<file path="config.mk">
export PLATFORM = sky130hd
export DESIGN_NAME = lirs_ctrl
export DESIGN_NICKNAME = d
export VERILOG_FILES = /design/src/sv/lirs_pkg.sv /design/src/sv/lirs_ctrl.sv
export SDC_FILE = /design/constraint.sdc
export NUM_CORES = 1
export LEC_CHECK = 0
export ABC_AREA = 0
export BUFFER_PORTS_ARGS = -buffer_cell sky130_fd_sc_hd__buf_2
export CAP_MARGIN = 20
export CORE_AREA = 4 4 41 43
export CTS_BUF_LIST = sky130_fd_sc_hd__clkbuf_4 sky130_fd_sc_hd__clkbuf_8
export CTS_CLUSTER_DIAMETER = 60
export DETAILED_ROUTE_END_ITERATION = 12
export DIE_AREA = 0 0 45 47
export GPL_TIMING_DRIVEN = 0
export PLACE_DENSITY = 0.32
export RECOVER_POWER = 100
export REMOVE_ABC_BUFFERS = 1
export SETUP_SLACK_MARGIN = 0.2
export SKIP_LAST_GASP = 1
export SYNTH_ARGS = -nofsm -noshare
export SYNTH_HDL_FRONTEND = slang
export SYNTH_SLANG_ARGS = --single-unit
</file>
<file path="constraint.sdc">
create_clock -name clock -period 0.9 [get_ports clock]
set_input_delay 0.27 -clock clock [delete_from_list [all_inputs] [get_ports clock]]
set_output_delay 0.27 -clock clock [all_outputs]
set_load 0.1 [all_outputs]
</file>
<file path="src/sv/lirs_pkg.sv">
// Shared types and constants for the linear interpolation resampler.
// No dependencies; used by lirs_ctrl, lirs_datapath and the top level.
package lirs_pkg;

   // width of the step register as seen on the configuration port
   localparam int CSR_WIDTH = 23;

   // controller to datapath
   typedef struct packed {
      logic load_cur;     // capture the accepted input beat
      logic issue;        // start one interpolated output at the current phase
      logic issue_last;   // this issue is the last of the run: wrap phase, shift samples
      logic drop;         // no output for this input: wrap phase, shift samples
   } lirs_cmd_type;

   // datapath to controller
   typedef struct packed {
      logic ge_one;       // phase >= 1.0
      logic next_ge_one;  // phase + step >= 1.0
      logic issue_ok;     // product stage can take a new output
   } lirs_status_type;

endpackage

</file>
<file path="src/sv/lirs_ctrl.sv">
// Sequencer for the linear interpolation resampler.
// Depends on lirs_pkg for the command and status structs.
module lirs_ctrl (
   input  logic                     clock,
   input  logic                     reset,
   input  logic                     req_tvalid,
   output logic                     req_tready,
   input  lirs_pkg::lirs_status_type status,
   output lirs_pkg::lirs_cmd_type    cmd
);

   typedef enum logic [1:0] {
      ST_IDLE = 2'b01,
      ST_RUN  = 2'b10
   } state_type;

   state_type state_ff, state_in;

   assign req_tready = (state_ff == ST_IDLE);

   always_comb begin
      state_in = state_ff;
      cmd      = '0;
      case (state_ff)
         ST_IDLE: begin
            if (req_tvalid) begin
               cmd.load_cur = 1'b1;
               state_in     = ST_RUN;
            end
         end
         ST_RUN: begin
            if (status.ge_one) begin
               // downsampling case: phase already past this input
               cmd.drop = 1'b1;
               state_in = ST_IDLE;
            end else if (status.issue_ok) begin
               cmd.issue = 1'b1;
               if (status.next_ge_one) begin
                  cmd.issue_last = 1'b1;
                  state_in       = ST_IDLE;
               end
            end
         end
         default: begin
            state_in = ST_IDLE;
         end
      endcase
   end

   always_ff @(posedge clock) begin
      if (reset) begin
         state_ff <= ST_IDLE;
      end else begin
         state_ff <= state_in;
      end
   end

endmodule

</file>
Yosys cells after proc, flatten, opt, wreduce, memory -nomap -nowiden
Index checks and enable logic that the tools add are counted.

word-level totals
  register bits after elaboration = 2
  output and inout bits = 5
  bits in latches = 0
  bits in read-only memories = 0
  bits of input ports = 6
  memories kept = 0
  logic and storage cells = 19
  memory bits (writable) = 0

operators by class
  eq/ne operators = 5
  shift operators = 0
  add/sub/neg operators = 0
  div/mod/pow operators = 0
  muxes and demuxes = 12
  order comparisons = 0
  bitwise gates (word level) = 0
  multiply operators = 0
  reduce and logical (&&, ||, !) cells = 1

operators with widths
  cell                                           count
  2-to-1 mux 2 bit                               6
  inequality test 3 bit, second input constant   2
  2-to-1 mux 1 bit                               4
  one-hot mux 2 bit (2 select lines)             1
  2-to-1 mux 3 bit                               1
  AND reduction 3 bit                            1
  == test 2 x 1 -> 1 bit, second input constant  1
  == test 2 bit, second input constant           1
  inequality test 2 bit, second input constant   1

Longest topological paths before layout
Gate-level depths: netlist (run 1).

  depth after elaboration = 4
  depth in mapped cells = 2
  depth with buffers taken out = 2

Least setup slack after synthesis (run 1)
No wires, ideal clock.

  kind = flip-flop to output port
  start point = register state_ff[0]
  end point = output cmd[1] (netlist name)
  setup slack = -724 ps
  data arrival time = 1,354 ps
  stages on the path, launching flop included = 3
  data required time = 630 ps
  buffers on the path = 0
  cell sequence = dfxtp_1 -> nor3b_2 -> and3_1

RTL lines
  element                 RTL line         source
  from (decl)             lirs_ctrl.sv:17  state_type state_ff, state_in;
  from (signal assigned)  lirs_ctrl.sv:54  state_ff <= state_in;
  to (decl)               lirs_ctrl.sv:9   output lirs_pkg::lirs_cmd_type cmd

==> results of run 1 <==
report_power, final:
part,switching (µW),internal (µW)
clock network,50.9,147
logic,112,81.2
registers,5.27,97.0
total,168,325
through the flow:
stage               cell area (µm²)  TNS [ns]  worst slack [ns]  std cells  power (µW)
finish                          357     -2.38            -0.516         45         493
global route                    357     -2.73            -0.563         45         519
CTS                             340     -2.44            -0.534         44         505
detailed placement              188     -2.17            -0.601         37         225
global placement                188     -2.12            -0.590         37         223
floorplan                       119     -2.01            -0.724         12         198
area by class of cell:
cell class,instances,area (µm²)
Sequential cell,2,42.5
Multi-Input combinational cell,9,98.8
Timing Repair Buffer,15,170
Tap cell,15,18.8
Fill cell,148,945
Clock buffer,3,22.5
Inverter,1,3.75
logic make-up (layout without fill, tap and decap cells):
logic type,count (synthesis),after routing
AND/OR/NAND/NOR,6,6
flip-flops,2,2
buffers and inverters,1,19
AO/OA/AOI/OAI,3,3
worst reg2reg max path: cells and delay by family, from the launching register on:
kind	cells	cell delay (ns)
AND/OR/NAND/NOR	1	0.11
buffers and inverters	2	0.27
flip-flops	1	0.34
AO/OA/AOI/OAI	1	0.12
worst paths after layout:
check              start     endpoint  slack, ns  depth (start not counted)
max          state_ff[1]       cmd[1]      -0.52                          3
min                reset  state_ff[1]       0.28                          2
max reg2reg  state_ff[0]  state_ff[0]      -0.07                          4
min reg2reg  state_ff[1]  state_ff[1]       0.69                          3
what timing repair did:
action / 4_1_cts / 5_1_grt
hold buffers: 0 / 0
pin swaps: 3 / 1
setup endpoints to repair: 7 / 7
buffers inserted: 4 / 1
resized for setup: 27 / 2
gates cloned: 0 / 0
layout by cell type (no fill, tap or decap), drive strengths merged:
cell type	count
and2	1
nor3b	1
a2bb2oi	1
clkbuf	3
dfxtp	2
o2bb2ai	1
and2b	1
buf	15
nand3b	1
and3b	1
inv	1
and3	1
a21oi	1
layer usage:
layer | vias to the layer above | global-route usage (%) | part of all wire, %
met5 | - | 0 | 0
met4 | 0 | 8.77 | 0
met3 | 0 | 2.68 | 12
met2 | 11 | 7.91 | 48
met1 | 76 | 4.98 | 40
li1 | 81 | - | -
==> impl_metrics.csv, run 1 <==
group,metric,value,unit
status,outcome,"finished with violations",
status,failing_checks,"setup timing",
global_route,grt_pass1_vias,186,
routing,dr.pass1.iters,2,
clock_network,tritoncts,"yes",
critical_path,crit_path_max_fanout,3,
floorplanning,die_x,45,µm
logic_synthesis,post_synth.cell_area_avg,9.91,µm²
critical_path,cp-start-kind,"flip-flop",
clock_network,worst_skew_pair.late_latency,0.22,ns
logic_synthesis,yosysWarnings,0,
final_layout,post_route_cells_drive_above_1_share,93.3,%
critical_path,critical_path_required,0.63,ns
global_route,track_usage,5.68,%
routing,viasPerCell,3.73,
pwr,power-per-cell-area,1380,nW/µm²
final_layout,final_net_count,38,
logic_synthesis,synth-adder-area-share,0,%
timing,final.period_utilization,157,%
logic_synthesis,synth_sequential_area_ratio,33.7,%
final_layout,antenna_cells_inserted,0,
floorplanning,fp.dieArea,2120,µm²
timing,finalMaxSlewViolations,0,
job,timing.max_cap.violations,0,
timing,timing.final.ws_setup,-0.516,ns
logic_synthesis,yosys.area_share.simple,44.2,%
clock_network,cts_root_buf,"sky130_fd_sc_hd__clkbuf_4",
critical_path,crit_path_dat,1.15,ns
final_layout,syn_to_final_growth,200,%
global_route,maximum_number_of_pins_on_one_net_before_global_route_repair,4,
logic_synthesis,synthesis.area,119,µm²
timing,timing.slew.headroom,81.5,%
critical_path,crit_path_end_kind,"output pin",
critical_path,cells_traversed_along_the_worst_timing_path,"nor3b_4 > and3_4 > buf_12",
min_path,hp-class,"in2reg",
logic_synthesis,compound_gate_portion_of_the_synthesized_area,18.9,%
critical_path,crit_path_max_incr_delay,0.32,ns
critical_path,cpLargestDelayFamily,"simple AND/OR/NAND/NOR gates",
logic_synthesis,yosysTopAreaCellShare,33.7,%
timing,finalWorstPathRequiredPeriod,1.42,ns
logic_synthesis,synth.mux.area_fraction,0,%
global_route,grt_first_pass_wirelength,738,µm
logic_synthesis,share_of_the_synthesized_netlist_area_taken_by_xor_and_xnor_gates,0,%
timing,hold_ws,0.278,ns
routing,drc_viols,0,
floorplanning,io_pins,11,
routing,routedWlPerCell,9.84,µm
logic_synthesis,yosysMostFrequentCell,"sky130_fd_sc_hd__dfxtp_1",
pwr,max-vdd-ir-drop,0.000443,V
routing,drt_first_iter_violations,1,
clock_network,cts.clk_slew.worst_paths,0.03,ns
timing,finalSetupViolCount,7,
logic_synthesis,ys.flop_type,"sky130_fd_sc_hd__dfxtp_1",
clock_network,cts_buffers,3,
final_layout,layout_top_registers,"state_ff: 2 flops",
logic_synthesis,synth.distinct_cells,11,
routing,num_vias,168,
floorplanning,initial_utilization,9.13,%
logic_synthesis,synth_top_cells_by_area,"sky130_fd_sc_hd__dfxtp_1 (34%), sky130_fd_sc_hd__nor3b_2 (11%), sky130_fd_sc_hd__and3b_2 (8.4%)",
logic_synthesis,synth-edff-count,0,
timing,f_max,0.706,GHz
final_layout,top_register,"state_ff",
placement,routabilityCongestion,0.609,
timing,finalClockSkew,0.0000452,ns
placement,count_of_port_buffers_added_during_placement,10,
clock_network,clock_sinks,2,
timing,hold_violations,0,
final_layout,final_core_util,27.4,%
logic_synthesis,synth_seq_cells,2,
critical_path,worstSetupPathType,"reg2out",
logic_synthesis,synthesis.instances,12,
global_route,globalRouteOverflowTotal,0,
clock_network,cts_max_level,1,
routing,antenna_violating_nets_post_route,0,
routing,finalWirelength,443,µm
logic_synthesis,synth_top_cell_by_area,"sky130_fd_sc_hd__dfxtp_1",
logic_synthesis,synth_top_family_by_area,"simple AND/OR/NAND/NOR gates",
global_route,antenna_found_initial,0,
pwr,power_leakage,0.000164,µW
critical_path,worst-path-buf-inv,1,
timing,rsz0062_at_grt,"true",
logic_synthesis,postSynth.asyncResetShare,0,%
final_layout,largest_register_ff_count,2,
floorplanning,die_height,47,µm
floorplanning,core-area,1300,µm²
timing,max_slew.worst_pin.slew,0.278,ns
clock_network,ctsLongestPathBuffers,2,
critical_path,crit_slowest_cell,"sky130_fd_sc_hd__dfxtp_2",
floorplanning,rows,13,
No activity file was read; power rests on OpenSTA's default activity.
==> run 2, diff against run 1 <==
--- a/config.mk
+++ b/config.mk
@@ -10,3 +10,3 @@
 export CAP_MARGIN = 20
-export CORE_AREA = 4 4 41 43
+export CORE_AREA = 2 2 39 41
 export CTS_BUF_LIST = sky130_fd_sc_hd__clkbuf_4 sky130_fd_sc_hd__clkbuf_8
@@ -14,3 +14,3 @@
 export DETAILED_ROUTE_END_ITERATION = 12
-export DIE_AREA = 0 0 45 47
+export DIE_AREA = 0 0 41 43
 export GPL_TIMING_DRIVEN = 0
--- a/constraint.sdc
+++ b/constraint.sdc
@@ -3,2 +3,2 @@
 set_output_delay 0.27 -clock clock [all_outputs]
-set_load 0.1 [all_outputs]
+set_load 0.005 [all_outputs]
==> impl_metrics.csv, run 2 (synthesis gave the netlist of run 1 again) <==
group,metric,value,unit
timing,hold_ws,0.270,ns
routing,drt_first_iter_violations,2,
clock_network,cts_max_level,1,
final_layout,antenna_cells_inserted,0,
min_path,hp-class,"in2reg",
clock_network,cts_hold_buf,0,
pwr,max-vdd-ir-drop,0.000357,V
routing,viasPerCell,3.52,
floorplanning,fp.dieArea,1760,µm²
final_layout,most_common_library_cell_in_the_layout_ignoring_fill_and_taps,"sky130_fd_sc_hd__buf_2",
pwr,power_leakage,0.000138,µW
placement,placedCellCount,38,
timing,finalMaxSlewViolations,0,
floorplanning,die_x,41,µm
floorplanning,initial_utilization,8.59,%
global_route,globalRouteOverflowTotal,0,
critical_path,cp-start-kind,"flip-flop",
final_layout,syn_to_final_growth,118,%
job,timing.max_cap.violations,0,
status,outcome,"finished with violations",
clock_network,cts.clk_slew.worst_paths,0.03,ns
clock_network,ctsLongestPathBuffers,2,
final_layout,top_register,"state_ff",
final_layout,final_cells,44,
floorplanning,core-area,1380,µm²
critical_path,cpLargestDelayFamily,"simple AND/OR/NAND/NOR gates",
final_layout,largest_register_ff_count,2,
routing,num_vias,155,
clock_network,clock_sinks,2,
timing,hold_violations,0,
critical_path,worstSetupPathType,"reg2out",
final_layout,layout_top_registers,"state_ff: 2 flops",
critical_path,crit_path_end_kind,"output pin",
placement,count_of_port_buffers_added_during_placement,10,
final_layout,post_route_cells_drive_above_1_share,85.7,%
global_route,antenna_found_initial,0,
routing,routedWlPerCell,9.75,µm
placement,pre_cts_ws,-0.266,ns
pwr,power-per-cell-area,1480,nW/µm²
timing,rsz0062_at_grt,"true",
timing,finalClockSkew,0.00370,ns
floorplanning,io_pins,11,
timing,timing.final.ws_setup,-0.400,ns
routing,finalWirelength,429,µm
global_route,track_usage,6.61,%
final_layout,final_net_count,36,
critical_path,critical_path_required,0.63,ns
critical_path,crit_path_max_incr_delay,0.32,ns
critical_path,crit_slowest_cell,"sky130_fd_sc_hd__dfxtp_2",
floorplanning,rows,14,
placement,routabilityCongestion,0.584,
global_route,grt_pass1_vias,170,
timing,finalWorstPathRequiredPeriod,1.30,ns
clock_network,tritoncts,"yes",
timing,finalSetupViolCount,5,
critical_path,crit_path_max_fanout,3,
timing,final.period_utilization,144,%
critical_path,worst-path-buf-inv,1,
clock_network,cts_root_buf,"sky130_fd_sc_hd__clkbuf_4",
routing,dr.pass1.iters,2,
routing,antenna_violating_nets_post_route,0,
final_layout,final_core_util,18.7,%
final_layout,top_library_cells_by_usage_in_the_layout_fill_and_taps_aside,"sky130_fd_sc_hd__buf_2 (10), sky130_fd_sc_hd__clkbuf_4 (3), sky130_fd_sc_hd__buf_4 (2), sky130_fd_sc_hd__dfxtp_2 (2)",
routing,drc_viols,0,
critical_path,cells_traversed_along_the_worst_timing_path,"nor3b_4 > and3_1 > buf_2",
timing,timing.slew.headroom,84.0,%
global_route,maximum_number_of_pins_on_one_net_before_global_route_repair,5,
clock_network,worst_skew_pair.late_latency,0.23,ns
floorplanning,die_height,43,µm
timing,f_max,0.769,GHz
timing,max_slew.worst_pin.slew,0.239,ns
status,failing_checks,"setup timing",
global_route,grt_first_pass_wirelength,676,µm
critical_path,crit_path_dat,1.03,ns
clock_network,cts_buffers,3,
-- run 2: changes by cell type in the layout (fill, tap and decap cells not counted), sizes merged --
cell and change:
buf -2
-- run 2: timing repair --
item / 4_1_cts / 5_1_grt
resized for setup: 5 / 1
setup buffers: 2 / 1
pin swaps: 2 / 1
endpoints found under the setup margin: 7 / 7
cloned: 0 / 0
-- run 2: worst paths after layout --
path                 endpoint  slack, ns  cells past startpoint         from
hold reg to reg   state_ff[1]       0.66                      3  state_ff[0]
hold / removal    state_ff[1]       0.27                      2        reset
setup / recovery       cmd[1]      -0.40                      3  state_ff[1]
setup reg to reg  state_ff[0]          0                      3  state_ff[1]
-- run 2: area by class of cell --
type	instances	area [µm²]
sequential	2	42.5
timing repair buffer	13	76.3
multi-input combinational	9	93.8
fill	158	1120
tap	16	20.0
inverter	1	3.75
clock buffer	3	22.5
-- run 2: power by group --
| part | switching [µW] | internal [µW] |
|---|---|---|
| Combinational | 28.6 | 44.3 |
| Clock | 59.7 | 148 |
| Sequential | 6.12 | 96.9 |
-- run 2: per-stage QoR --
stage               cell area [µm²]  setup TNS [ns]  total power (µW)
finish                          259           -1.75               384
global route                    259           -1.99               404
global placement                189          -0.633               149
floorplan                       119          -0.168               124
CTS                             248           -1.61               383
detailed placement              189          -0.662               150
-- run 2: per-layer routing --
layer  global-route usage, %  wire [µm]  up-vias
li1                        -          -       78
met1                    7.03        167       66
met2                    6.88        170       11
met3                    5.24         91        0
met4                    8.00          0        0
met5                       0          0        -
==> run 3, diff against run 2 <==
- PLACE_DENSITY: 0.32 -> 0.31
- clock period: 0.9 -> 1.35 ns (I/O delays scaled with it)
==> impl_metrics.csv, run 3 (synthesis gave the netlist of run 1 again) <==
group,metric,value,unit
min_path,hp-class,"in2reg",
floorplanning,rows,14,
routing,viasPerCell,3.58,
placement,count_of_port_buffers_added_during_placement,10,
clock_network,cts.clk_slew.worst_paths,0.03,ns
routing,routedWlPerCell,8.44,µm
timing,timing.final.ws_setup,-0.108,ns
clock_network,cts_max_level,1,
timing,finalMaxSlewViolations,0,
floorplanning,die_height,43,µm
final_layout,largest_register_ff_count,2,
timing,finalSetupViolCount,4,
critical_path,cp-start-kind,"flip-flop",
clock_network,tritoncts,"yes",
global_route,antenna_found_initial,0,
global_route,globalRouteOverflowTotal,0,
pwr,power-per-cell-area,968,nW/µm²
critical_path,crit_path_end_kind,"output pin",
timing,f_max,0.686,GHz
timing,max_slew.worst_pin.slew,0.196,ns
timing,finalWorstPathRequiredPeriod,1.46,ns
floorplanning,io_pins,11,
final_layout,most_common_library_cell_in_the_layout_ignoring_fill_and_taps,"sky130_fd_sc_hd__buf_2",
job,timing.max_cap.violations,0,
final_layout,layout_top_registers,"state_ff: 2 flops",
global_route,track_usage,5.81,%
timing,hold_violations,0,
routing,drt_first_iter_violations,0,
timing,finalClockSkew,0.00203,ns
final_layout,final_net_count,37,
placement,placed_cell_area,189,µm²
critical_path,reg2reg_slack,0.46,ns
routing,finalWirelength,380,µm
pwr,fin_total_pwr,252,µW
final_layout,stdcell_area,260,µm²
clock_network,cts_hold_buf,0,
final_layout,syn_to_final_growth,119,%
routing,dr.pass1.iters,1,
critical_path,worstSetupPathType,"reg2out",
timing,fin_tns_setup,-0.403,ns
global_route,grt_pass1_vias,156,
timing,timing.slew.headroom,86.9,%
timing,rsz0062_at_grt,"true",
critical_path,crit_path_max_fanout,3,
clock_network,cts_buffers,3,
floorplanning,initial_utilization,8.59,%
clock_network,worst_skew_pair.late_latency,0.22,ns
critical_path,critical_path_required,0.95,ns
global_route,grt_first_pass_wirelength,607,µm
routing,drc_viols,0,
global_route,maximum_number_of_pins_on_one_net_before_global_route_repair,5,
final_layout,post_route_cells_drive_above_1_share,75.9,%
routing,num_vias,161,
final_layout,top_library_cells_by_usage_in_the_layout_fill_and_taps_aside,"sky130_fd_sc_hd__buf_2 (9), sky130_fd_sc_hd__clkbuf_4 (3), sky130_fd_sc_hd__buf_6 (3), sky130_fd_sc_hd__dfxtp_2 (2)",
critical_path,crit_path_dat,1.05,ns
final_layout,top_register,"state_ff",
floorplanning,core-area,1380,µm²
status,outcome,"finished with violations",
status,failing_checks,"setup timing",
floorplanning,die_x,41,µm
routing,antenna_violating_nets_post_route,0,
clock_network,ctsLongestPathBuffers,2,
floorplanning,fp.dieArea,1760,µm²
final_layout,antenna_cells_inserted,0,
clock_network,cts_root_buf,"sky130_fd_sc_hd__clkbuf_4",
pwr,max-vdd-ir-drop,0.000344,V
timing,final.period_utilization,108,%
placement,routabilityCongestion,0.544,
clock_network,clock_sinks,2,
pwr,power_leakage,0.000140,µW
[run 3: stage by stage]
stage          hold slack (ns)  utilization, %  setup WS [ns]  cells
2_1_floorplan            0.505               -          0.153     12
3_3_place_gp             0.565            13.7        -0.0799     38
3_5_place_dp             0.578            13.7        -0.0922     38
4_1_cts                  0.383            17.8         -0.112     44
5_1_grt                  0.392            18.8         -0.181     45
6_report                 0.395            18.8         -0.108     45
[run 3: path summary, 6_finish.rpt]
| check | startpoint | end | depth (start not counted) |
|---|---|---|---|
| worst max register to register | state_ff[0] | state_ff[0] | 4 |
| worst min-delay path | reset | state_ff[1] | 2 |
| worst max-delay path | state_ff[1] | cmd[0] | 4 |
| worst min register to register | state_ff[0] | state_ff[1] | 2 |
[run 3: final cells by class]
class                      count  area [µm²]
clock buffer                   3        22.5
timing repair buffer          14        90.1
fill                         166        1120
inverter                       1        3.75
tap                           16        20.0
multi-input combinational      9        81.3
sequential                     2        42.5
[run 3: metal layers]
metal  wire [µm]  share of wire [%]  GRT usage [%]
met2         145                 38           5.31
met4          15                3.9           8.00
met5           0                  0              0
met1         163                 43           7.35
met3          56                 15           3.14
[run 3: what timing repair did]
item | in CTS | in global routing
pin swaps | 3 | 1
resized for setup | 4 | 2
buffers inserted | 3 | 1
setup endpoints to repair | 5 | 5
[run 3: critical path, stage by stage, from the launching register on]
cell and delay (ns):
sky130_fd_sc_hd__dfxtp_2 0.31, sky130_fd_sc_hd__buf_4 0.12, sky130_fd_sc_hd__buf_6 0.10, sky130_fd_sc_hd__and3b_2 0.17, sky130_fd_sc_hd__buf_2 0.12
[run 3: power by group]
part           leakage [µW]  internal [µW]  switching [µW]
clock network     0.0000138           98.0            33.4
registers         0.0000166           64.7            3.69
logic              0.000109           34.0            18.1
total              0.000140            197            55.1
